$ cat src/rtl/core/gnce_pkg.sv
// Shared constants, register codes and slot decode for the grid neighbor cell enumerator.
// No dependencies; imported by grid_neighbor_cell_enumerator_core.
package gnce_pkg;

  // Field widths
  localparam int POS_W     = 24;
  localparam int EXT_W     = 23;
  localparam int CNT_W     = 7;
  localparam int IDX_W     = 18;
  localparam int SLOT_W    = 5;
  localparam int CFG_IDX_W = 3;

  // Neighborhood constants
  localparam int SLOT_COUNT = 27;
  localparam logic [SLOT_W-1:0] LAST_SLOT   = SLOT_W'(SLOT_COUNT - 1);
  localparam logic [SLOT_W-1:0] CENTER_SLOT = SLOT_W'((SLOT_COUNT - 1) / 2);

  // Default grid limit per axis
  localparam int MAX_CELLS_DEF = 64;

  // Register reset values
  localparam logic [EXT_W-1:0] HALF_EXT_RST  = EXT_W'(65536);
  localparam logic [EXT_W-1:0] CELL_EDGE_RST = EXT_W'(8192);
  localparam logic [CNT_W-1:0] CELLS_RST     = CNT_W'(16);

  // Register indexes on the configuration port
  typedef enum logic [CFG_IDX_W-1:0] {
    REG_HALF_X    = 3'd0,
    REG_HALF_Y    = 3'd1,
    REG_HALF_Z    = 3'd2,
    REG_CELL_EDGE = 3'd3,
    REG_CELLS_X   = 3'd4,
    REG_CELLS_Y   = 3'd5,
    REG_CELLS_Z   = 3'd6
  } cfg_reg_t;

  // Per-axis neighbor offsets, each -1, 0 or +1
  typedef struct packed {
    logic signed [1:0] x;
    logic signed [1:0] y;
    logic signed [1:0] z;
  } ofs_t;

  // Decode a slot number into offsets: x outer, y middle, z inner
  function automatic ofs_t slot_offset(input logic [SLOT_W-1:0] slot);
    logic [1:0]        d9;
    logic [1:0]        d3;
    logic [SLOT_W-1:0] r9;
    logic [SLOT_W-1:0] r3;
    ofs_t              o;
    d9 = (slot >= SLOT_W'(18)) ? 2'd2 : ((slot >= SLOT_W'(9)) ? 2'd1 : 2'd0);
    r9 = slot - SLOT_W'(SLOT_W'(d9) * SLOT_W'(9));
    d3 = (r9 >= SLOT_W'(6)) ? 2'd2 : ((r9 >= SLOT_W'(3)) ? 2'd1 : 2'd0);
    r3 = r9 - SLOT_W'(SLOT_W'(d3) * SLOT_W'(3));
    o.x = d9 - 2'd1;
    o.y = d3 - 2'd1;
    o.z = r3[1:0] - 2'd1;
    return o;
  endfunction

endpackage

$ cat src/rtl/core/grid_neighbor_cell_enumerator_core.sv
// Grid neighbor cell enumerator: home cell search and 3x3x3 neighbor cell stream.
// Depends on gnce_pkg for widths, register codes and the slot decode.
//
//  channel | direction | handshake          | payload
//  --------+-----------+--------------------+------------------------------------------
//  in      | in        | in_valid/in_stall  | in_pos_x, in_pos_y, in_pos_z
//  out     | out       | out_valid/out_stall| slot, cell, home, mirror, offsets, last
//  cfg     | in        | cfg_we             | cfg_idx, cfg_wdata
//
// One position gives 27 beats, one per cycle unless out stalls; the emitter takes a new position
// only once its last slot moves on, so the single-beat-per-cycle emitter sets the position rate.
// The first beat passes through log2(MAX_CELLS_PER_AXIS) + 7 registers after the position is
// taken: an input stage, one stage per quotient bit, clamp, emitter and four index stages.
// The next position enters the divider while the previous one is still being emitted.
// Reset is synchronous and clears valid bits and configuration registers; no clearing pass.
// A stall on out holds every full stage behind it while empty stages still fill;
// nothing is dropped or repeated.
module grid_neighbor_cell_enumerator_core
  import gnce_pkg::*;
#(
  parameter int MAX_CELLS_PER_AXIS = MAX_CELLS_DEF
) (
  input  logic                 clk,
  input  logic                 rst_n,
  // input channel
  input  logic                 in_valid,
  output logic                 in_stall,
  input  logic [POS_W-1:0]     in_pos_x,
  input  logic [POS_W-1:0]     in_pos_y,
  input  logic [POS_W-1:0]     in_pos_z,
  // result channel
  output logic                 out_valid,
  input  logic                 out_stall,
  output logic [SLOT_W-1:0]    out_neighbor_slot,
  output logic [IDX_W-1:0]     out_cell_index,
  output logic [IDX_W-1:0]     out_home_cell,
  output logic                 out_is_mirror,
  output logic signed [1:0]    out_offset_x,
  output logic signed [1:0]    out_offset_y,
  output logic signed [1:0]    out_offset_z,
  output logic                 out_last_slot,
  // configuration port
  input  logic                 cfg_we,
  input  logic [CFG_IDX_W-1:0] cfg_idx,
  input  logic [EXT_W-1:0]     cfg_wdata
);

  // Derived widths
  localparam int QW   = (MAX_CELLS_PER_AXIS > 1) ? $clog2(MAX_CELLS_PER_AXIS) : 1;
  localparam int NW   = $clog2(MAX_CELLS_PER_AXIS + 1);
  localparam int CMW  = (NW > CNT_W) ? NW : CNT_W;
  localparam int SUMW = POS_W + 2;
  localparam int RW   = SUMW - 1;
  localparam int DW   = RW + QW;
  localparam int CPW  = NW + QW;
  localparam int VW   = QW + 2;
  localparam int PW   = QW + 2 * NW + 1;
  localparam int FW   = (PW > IDX_W) ? PW : IDX_W;

  typedef struct packed {
    logic [2:0]         neg;
    logic [2:0]         ovf;
    logic [2:0][RW-1:0] rem;
    logic [2:0][QW-1:0] quo;
  } div_t;

  typedef struct packed {
    logic [SLOT_W-1:0]  slot;
    ofs_t               ofs;
    logic               mir;
    logic [2:0][QW-1:0] m;
    logic [2:0][QW-1:0] c;
  } e1_t;

  typedef struct packed {
    logic [SLOT_W-1:0] slot;
    ofs_t              ofs;
    logic              mir;
    logic [PW-1:0]     pa;
    logic [PW-1:0]     ph;
    logic [QW-1:0]     my;
    logic [QW-1:0]     cy;
    logic [QW-1:0]     mz;
    logic [QW-1:0]     cz;
  } e2_t;

  typedef struct packed {
    logic [SLOT_W-1:0] slot;
    ofs_t              ofs;
    logic              mir;
    logic [PW-1:0]     pb;
    logic [PW-1:0]     hb;
    logic [QW-1:0]     mz;
    logic [QW-1:0]     cz;
  } e3_t;

  // Clamp a raw cell count to 1..MAX_CELLS_PER_AXIS
  function automatic logic [NW-1:0] eff_cnt(input logic [CNT_W-1:0] c);
    logic [CMW-1:0] e;
    e = CMW'(c);
    if (e == '0) return NW'(1);
    if (e > CMW'(MAX_CELLS_PER_AXIS)) return NW'(MAX_CELLS_PER_AXIS);
    return NW'(e);
  endfunction

  // Configuration registers
  logic [EXT_W-1:0] half_x_r, half_y_r, half_z_r, cell_edge_r;
  logic [CNT_W-1:0] cnt_x_r, cnt_y_r, cnt_z_r;

  always_ff @(posedge clk) begin
    if (!rst_n) begin
      half_x_r    <= HALF_EXT_RST;
      half_y_r    <= HALF_EXT_RST;
      half_z_r    <= HALF_EXT_RST;
      cell_edge_r <= CELL_EDGE_RST;
      cnt_x_r     <= CELLS_RST;
      cnt_y_r     <= CELLS_RST;
      cnt_z_r     <= CELLS_RST;
    end else if (cfg_we) begin
      case (cfg_reg_t'(cfg_idx))
        REG_HALF_X:    half_x_r    <= cfg_wdata;
        REG_HALF_Y:    half_y_r    <= cfg_wdata;
        REG_HALF_Z:    half_z_r    <= cfg_wdata;
        REG_CELL_EDGE: cell_edge_r <= cfg_wdata;
        REG_CELLS_X:   cnt_x_r     <= cfg_wdata[CNT_W-1:0];
        REG_CELLS_Y:   cnt_y_r     <= cfg_wdata[CNT_W-1:0];
        REG_CELLS_Z:   cnt_z_r     <= cfg_wdata[CNT_W-1:0];
        default: ;
      endcase
    end
  end

  // Effective grid settings; the user must change the registers only while idle (not enforced here)
  logic [EXT_W-1:0]         edge_eff;
  logic [2:0][NW-1:0]       n_eff;
  logic [2:0][EXT_W-1:0]    half;
  logic [2:0][POS_W-1:0]    pos;

  assign edge_eff = (cell_edge_r == '0) ? EXT_W'(1) : cell_edge_r;
  assign n_eff[0] = eff_cnt(cnt_x_r);
  assign n_eff[1] = eff_cnt(cnt_y_r);
  assign n_eff[2] = eff_cnt(cnt_z_r);
  assign half[0]  = half_x_r;
  assign half[1]  = half_y_r;
  assign half[2]  = half_z_r;
  assign pos[0]   = in_pos_x;
  assign pos[1]   = in_pos_y;
  assign pos[2]   = in_pos_z;

  // Pipeline registers and ready chain
  div_t              div_r [QW+1];
  div_t              div_nxt [QW+1];
  logic [QW:0]       dv_r;
  logic [QW:0]       up_v;
  logic [QW:0]       rdy_d;
  logic [2:0][QW-1:0] cl_c_r, cl_c_nxt;
  logic              cl_v_r;
  logic [2:0][QW-1:0] em_c_r;
  logic              em_v_r;
  logic [SLOT_W-1:0] sl_r;
  e1_t               e1_r, e1_nxt;
  e2_t               e2_r, e2_nxt;
  e3_t               e3_r, e3_nxt;
  logic              e1_v_r, e2_v_r, e3_v_r, o_v_r;
  logic              rdy_o, rdy_e3, rdy_e2, rdy_e1, rdy_cl, em_take;
  logic [FW-1:0]     cell_nxt, home_nxt;

  // Back-pressure: a stage loads when empty or when its successor moves
  always_comb begin
    rdy_o   = !o_v_r  || !out_stall;
    rdy_e3  = !e3_v_r || rdy_o;
    rdy_e2  = !e2_v_r || rdy_e3;
    rdy_e1  = !e1_v_r || rdy_e2;
    em_take = !em_v_r || (rdy_e1 && (sl_r == LAST_SLOT));
    rdy_cl  = !cl_v_r || em_take;
    rdy_d[QW] = !dv_r[QW] || rdy_cl;
    for (int j = QW - 1; j >= 0; j--) begin
      rdy_d[j] = !dv_r[j] || rdy_d[j+1];
    end
  end

  assign in_stall = !rdy_d[0];

  always_comb begin
    up_v[0] = in_valid;
    for (int j = 1; j <= QW; j++) begin
      up_v[j] = dv_r[j-1];
    end
  end

  // Offset each axis by the half extent and flag negative sums and quotient overflow,
  // then restoring division, one quotient bit per stage, most significant first
  always_comb begin
    logic [SUMW-1:0] sum;
    logic [DW-1:0]   trial;
    logic [DW-1:0]   r;
    div_nxt[0] = '0;
    for (int a = 0; a < 3; a++) begin
      sum = {{2{pos[a][POS_W-1]}}, pos[a]} + SUMW'(half[a]);
      div_nxt[0].neg[a] = sum[SUMW-1];
      div_nxt[0].rem[a] = sum[RW-1:0];
      div_nxt[0].ovf[a] = (DW'(sum[RW-1:0]) >= (DW'(edge_eff) << QW));
    end
    for (int j = 0; j < QW; j++) begin
      div_nxt[j+1] = div_r[j];
      for (int a = 0; a < 3; a++) begin
        trial = DW'(edge_eff) << (QW - 1 - j);
        r     = DW'(div_r[j].rem[a]);
        if (r >= trial) begin
          div_nxt[j+1].rem[a]           = RW'(r - trial);
          div_nxt[j+1].quo[a][QW-1-j]   = 1'b1;
        end
      end
    end
  end

  always_ff @(posedge clk) begin
    for (int j = 0; j <= QW; j++) begin
      if (!rst_n) begin
        dv_r[j] <= 1'b0;
      end else if (rdy_d[j]) begin
        dv_r[j] <= up_v[j];
      end
      if (rdy_d[j]) begin
        div_r[j] <= div_nxt[j];
      end
    end
  end

  // Clamp the home cell to 0..N-1 per axis
  always_comb begin
    logic [NW-1:0] nm1;
    for (int a = 0; a < 3; a++) begin
      nm1 = n_eff[a] - NW'(1);
      if (div_r[QW].neg[a]) begin
        cl_c_nxt[a] = '0;
      end else if (div_r[QW].ovf[a] ||
                   (CPW'(div_r[QW].quo[a]) > CPW'(nm1))) begin
        cl_c_nxt[a] = QW'(nm1);
      end else begin
        cl_c_nxt[a] = div_r[QW].quo[a];
      end
    end
  end

  always_ff @(posedge clk) begin
    if (!rst_n) begin
      cl_v_r <= 1'b0;
    end else if (rdy_cl) begin
      cl_v_r <= dv_r[QW];
    end
    if (rdy_cl) begin
      cl_c_r <= cl_c_nxt;
    end
  end

  // Emitter: hold one home cell and step through the 27 slots
  always_ff @(posedge clk) begin
    if (!rst_n) begin
      em_v_r <= 1'b0;
      sl_r   <= '0;
    end else if (em_take) begin
      em_v_r <= cl_v_r;
      sl_r   <= '0;
    end else if (rdy_e1) begin
      sl_r   <= sl_r + SLOT_W'(1);
    end
    if (em_take) begin
      em_c_r <= cl_c_r;
    end
  end

  // Clamp each neighbor coordinate back into the grid and flag the beat as a mirror
  always_comb begin
    logic signed [VW-1:0] v;
    logic signed [1:0]    o;
    e1_nxt      = '0;
    e1_nxt.slot = sl_r;
    e1_nxt.ofs  = slot_offset(sl_r);
    e1_nxt.c    = em_c_r;
    for (int a = 0; a < 3; a++) begin
      o = (a == 0) ? e1_nxt.ofs.x : ((a == 1) ? e1_nxt.ofs.y : e1_nxt.ofs.z);
      v = $signed({2'b00, em_c_r[a]}) + VW'(o);
      if (v < 0) begin
        e1_nxt.m[a] = '0;
        e1_nxt.mir  = 1'b1;
      end else if (VW'(v) >= VW'(n_eff[a])) begin
        e1_nxt.m[a] = QW'(n_eff[a] - NW'(1));
        e1_nxt.mir  = 1'b1;
      end else begin
        e1_nxt.m[a] = QW'(v);
      end
    end
  end

  // First product: x times Y for the neighbor and the home cell
  always_comb begin
    e2_nxt      = '0;
    e2_nxt.slot = e1_r.slot;
    e2_nxt.ofs  = e1_r.ofs;
    e2_nxt.mir  = e1_r.mir;
    e2_nxt.pa   = PW'(e1_r.m[0]) * PW'(n_eff[1]);
    e2_nxt.ph   = PW'(e1_r.c[0]) * PW'(n_eff[1]);
    e2_nxt.my   = e1_r.m[1];
    e2_nxt.cy   = e1_r.c[1];
    e2_nxt.mz   = e1_r.m[2];
    e2_nxt.cz   = e1_r.c[2];
  end

  // Second product: (x*Y + y) times Z
  always_comb begin
    e3_nxt      = '0;
    e3_nxt.slot = e2_r.slot;
    e3_nxt.ofs  = e2_r.ofs;
    e3_nxt.mir  = e2_r.mir;
    e3_nxt.pb   = PW'(e2_r.pa + PW'(e2_r.my)) * PW'(n_eff[2]);
    e3_nxt.hb   = PW'(e2_r.ph + PW'(e2_r.cy)) * PW'(n_eff[2]);
    e3_nxt.mz   = e2_r.mz;
    e3_nxt.cz   = e2_r.cz;
  end

  // Final add of z
  assign cell_nxt = FW'(e3_r.pb + PW'(e3_r.mz));
  assign home_nxt = FW'(e3_r.hb + PW'(e3_r.cz));

  always_ff @(posedge clk) begin
    if (!rst_n) begin
      e1_v_r <= 1'b0;
      e2_v_r <= 1'b0;
      e3_v_r <= 1'b0;
      o_v_r  <= 1'b0;
    end else begin
      if (rdy_e1) e1_v_r <= em_v_r;
      if (rdy_e2) e2_v_r <= e1_v_r;
      if (rdy_e3) e3_v_r <= e2_v_r;
      if (rdy_o)  o_v_r  <= e3_v_r;
    end
    if (rdy_e1) e1_r <= e1_nxt;
    if (rdy_e2) e2_r <= e2_nxt;
    if (rdy_e3) e3_r <= e3_nxt;
    if (rdy_o) begin
      out_neighbor_slot <= e3_r.slot;
      out_cell_index    <= cell_nxt[IDX_W-1:0];
      out_home_cell     <= home_nxt[IDX_W-1:0];
      out_is_mirror     <= e3_r.mir;
      out_offset_x      <= e3_r.ofs.x;
      out_offset_y      <= e3_r.ofs.y;
      out_offset_z      <= e3_r.ofs.z;
      out_last_slot     <= (e3_r.slot == LAST_SLOT);
    end
  end

  assign out_valid = o_v_r;

  // Checks on the enumeration
  a_last_flag : assert property (@(posedge clk) disable iff (!rst_n)
    out_valid |-> (out_last_slot == (out_neighbor_slot == LAST_SLOT)))
    else $error("last_slot flag disagrees with slot number");

  a_center_home : assert property (@(posedge clk) disable iff (!rst_n)
    (out_valid && (out_neighbor_slot == CENTER_SLOT)) |->
      (!out_is_mirror && (out_cell_index == out_home_cell)))
    else $error("center neighbor is not the home cell");

  a_slot_range : assert property (@(posedge clk) disable iff (!rst_n)
    em_v_r |-> (sl_r <= LAST_SLOT))
    else $error("emitter slot counter ran past the last slot");

  a_offsets : assert property (@(posedge clk) disable iff (!rst_n)
    out_valid |-> ({out_offset_x, out_offset_y, out_offset_z} ==
                   slot_offset(out_neighbor_slot)))
    else $error("offsets disagree with slot number");

endmodule
$ cat config.mk
export PLATFORM = sky130hd
export DESIGN_NAME = grid_neighbor_cell_enumerator_core
export DESIGN_NICKNAME = d
export VERILOG_FILES = /design/src/rtl/core/gnce_pkg.sv /design/src/rtl/core/grid_neighbor_cell_enumerator_core.sv
export SDC_FILE = /design/constraint.sdc
export NUM_CORES = 2
export LEC_CHECK = 0
export BUFFER_PORTS_ARGS = -buffer_cell sky130_fd_sc_hd__buf_2
export CELL_PAD_IN_SITES_DETAIL_PLACEMENT = 2
export CELL_PAD_IN_SITES_GLOBAL_PLACEMENT = 2
export CORE_MARGIN = 1
export CORE_UTILIZATION = 25
export DETAILED_ROUTE_END_ITERATION = 6
export HOLD_SLACK_MARGIN = 0.05
export PLACE_DENSITY = 0.61
export SYNTH_ARGS = -nofsm -noshare
export SYNTH_HDL_FRONTEND = slang
export SYNTH_SLANG_ARGS = --single-unit
$ cat constraint.sdc
create_clock -name clk -period 13.85 [get_ports clk]
set_clock_uncertainty 0.15 [all_clocks]
set_input_delay 2.0775 -clock clk [delete_from_list [all_inputs] [get_ports clk]]
set_output_delay 2.0775 -clock clk [all_outputs]
set_load 0.005 [all_outputs]
==> reports/metrics.csv <==
stage,metric,value,unit
logic_synthesis,synthDistinctLibCells,78,
detailed_routing,drtIter0Drc,1531,
sta,rsz0062_at_grt,no,
placement,post-place-cells,9843,
floorplanning,dieArea,263600,µm²
logic_synthesis,synth_top_cell_area_share,37.06,%
worst_setup_path,cp-start-kind,flop,
logic_synthesis,synth_seq_cells,938,
power_and_ir_drop,leakage,30.40,nW
cells_and_area,fill_cells,28370,
clock_tree,cts-root-buf,clkbuf_16,
power_and_ir_drop,totalPowerFinal,14.30,mW
sta,tns,0,ps
sta,whs,259.7,ps
outcome,status,finished clean,
placement,placed_area,70750,µm²
job,maxCapViolations,0,
worst_hold_path,min_path_type,flop to flop,
clock_tree,htreeDepth,3,
logic_synthesis,synth_area_per_cell,10.48,µm²
clock_tree,cts.clk_slew.worst_paths,60,ps
global_route,grt.total_usage,15.44,%
cells_and_area,nNetsFinal,7467,
worst_setup_path,cpMostUsedCell,inv_1,
worst_hold_path,hp-start,e1_r[16],
worst_setup_path,critPathMaxStageDelay,760,ps
global_route,grt-ovfl-total,0,
sta,slew_violations,0,
cells_and_area,design_area,74800,µm²
worst_setup_path,worst_path_max_delay_cell,xnor2_2,
floorplanning,initial_core_util,25.16,%
logic_synthesis,synth_area_leaders,"edfxtp_1 (37%), ha_1 (14%), fa_1 (5.6%)",
logic_synthesis,synth-xor-area-share,6.050,%
logic_synthesis,synth_fp_nets,7240,
logic_synthesis,postSynthCellCount,6238,
worst_setup_path,crit_path_end_kind,flop,
sta,tightest_slew,1268,ps
placement,detailed_place_hpwl,158300,µm
worst_setup_path,cp_num_buf_inv,7,
worst_setup_path,worstReg2RegEnd,e1_r[33],
detailed_routing,vias,47650,
placement,pre_cts_ws,4608,ps
logic_synthesis,synthMuxAreaShare,3.951,%
cells_and_area,drive_above_1_share,10.26,%
cells_and_area,syn2layout_area_growth,14.39,%
clock_tree,cts_setup_buffers,0,
global_route,antenna_found_initial,15,
sta,min_period,9183,ps
power_and_ir_drop,powerDensity,191.2,nW/µm²
power_and_ir_drop,peakVddDrop,0.1136,mV
clock_tree,cts_tree,done,
logic_synthesis,async_reset_ff_share,0,%
logic_synthesis,ys.flop_type,edfxtp_1,
logic_synthesis,ys_seq_area_share,41.07,%
logic_synthesis,synth_compound_area_share,13.94,%
logic_synthesis,syn-cell-area,65390,µm²
worst_setup_path,reg2reg_from,sl_r[1],
worst_hold_path,holdPathStages,0,
worst_hold_path,min_delay_worst_endpoint,e2_r[4],
clock_tree,cts_buffers,116,
worst_setup_path,rr_worst_depth,33,
logic_synthesis,synth_area_leader_cell,edfxtp_1,
floorplanning,rows,187,
sta,setup_viol,0,
cells_and_area,fin_cells,10070,
sta,finalHoldViolCount,0,
worst_setup_path,worstSetupPathType,flop to flop,
worst_setup_path,arrival,9510,ps
worst_setup_path,path_max_fanout,11,
floorplanning,die_x,513.4,µm
placement,place.gp.congestion,0.8128,
clock_tree,ctsHoldBuffers,0,
detailed_routing,viasPerCell,4.734,
detailed_routing,wl_per_cell,20.40,µm
detailed_routing,drc,0,
logic_synthesis,synth-edff-count,807,
logic_synthesis,yosysMostFrequentCell,edfxtp_1,
sta,max_slew_margin,14.76,%
clock_tree,cts_resized,0,
logic_synthesis,yosys-top-cells-count,"edfxtp_1 (807), ha_1 (717), nand2_1 (657), a21oi_1 (441), inv_1 (438)",
cells_and_area,utilization,28.78,%
floorplanning,die_h,513.4,µm
detailed_routing,ant_nets,0,
sta,layout_setup_ws,4667,ps
worst_setup_path,reg2reg_slack,4670,ps
clock_tree,clock-sinks,938,
floorplanning,ios,154,
worst_setup_path,required,14170,ps
clock_tree,clockBufferDepth,3,
detailed_routing,firstDrtPassIters,5,
logic_synthesis,ys_warn_count,0,
floorplanning,fp.coreArea,259900,µm²
global_route,grt_pass1_wl,316400,µm
logic_synthesis,synthAdderAreaFrac,19.29,%
global_route,grt_max_degree,91,
clock_tree,clk_latency,800,ps
global_route,grt_pass1_vias,53080,
sta,fmax,0.1089,GHz
logic_synthesis,synthSimpleGateAreaFrac,12.47,%
sta,timing.final.crit_share,66.30,%
logic_synthesis,synth_top_family_by_area,adder cells,
detailed_routing,wl,205300,µm
placement,io_buffers,153,
worst_setup_path,cp_top_family,compound AO/OA/AOI/OAI gates,
-- registers in the layout, summed over array words and instances (netlist names), 18 cells and up --
name            cells
half_z_r           23
e1_nxt             18
half_x_r           23
e2_r               62
cl_c_r             18
e3_r               60
e1_r               48
out_home_cell      18
div_r             552
out_cell_index     18
half_y_r           23
cell_edge_r        23
-- logic make-up (layout without fill, tap and decap cells) --
| family | after synthesis | after routing |
|---|---|---|
| flops | 938 | 938 |
| other cells | 0 | 3 |
| compound gates | 1435 | 1435 |
| xor+xnor | 450 | 450 |
| fa+ha+maj | 899 | 899 |
| simple gates | 1724 | 1724 |
| mux | 234 | 234 |
| buf+inv | 558 | 887 |
-- report_power, final --
group | internal (mW) | switching, mW | total (mW)
clock | 1.87 | 1.35 | 3.23
sequential | 4.25 | 0.517 | 4.76
combinational | 2.78 | 3.52 | 6.31
-- placed cells by master, fill, tap and decap left out, types with 38 or more instances in the layout --
cell / instances
a211oi_1: 44
a21boi_0: 133
a21o_1: 180
a21oi_1: 435
and2_1: 95
and3_1: 41
buf_2: 152
buf_4: 76
clkbuf_16: 119
dfxtp_1: 130
edfxtp_1: 807
fa_1: 182
ha_1: 717
inv_1: 427
mux2_2: 193
mux2i_1: 41
nand2_1: 652
nand2b_1: 92
nand3_1: 81
nand4_1: 77
nor2_1: 357
nor2b_1: 114
nor3_1: 79
o21a_1: 85
o21ai_0: 279
o21bai_1: 69
o31ai_1: 38
xnor2_1: 313
xor2_1: 135
-- layer usage --
| layer | GRT usage, % | part of all wire, % |
|---|---|---|
| met5 | 0 | 0.023 |
| met4 | 4.708 | 3.1 |
| met3 | 1.983 | 2.8 |
| met2 | 26.29 | 47 |
| met1 | 20.23 | 47 |
-- worst max-delay path by stage --
stage | startpoint | endpoint | slack, ps | cells after the start
2_1_floorplan | out_stall | in_stall | 4610 | 10
6_report | sl_r[1] | e1_r[33] | 4670 | 33
4_1_cts | sl_r[1] | e1_r[33] | 4540 | 33
3_3_place_gp | sl_r[1] | e1_r[32] | 4750 | 33
3_5_place_dp | sl_r[1] | e1_r[33] | 4610 | 33
5_1_grt | sl_r[1] | e1_r[33] | 3970 | 33
-- final cells by class --
cell class	count	area (µm²)	share of cell area [%]
clock inverter	86	991.0	1.325
sequential	938	26860	35.90
antenna	3	7.507	0.01004
multi-input combinational	4742	36530	48.84
timing repair buffer	228	1331	1.780
tap	3496	4374	5.848
inverter	439	1654	2.211
clock buffer	134	3054	4.083
(Power assumes the default switching activity.)
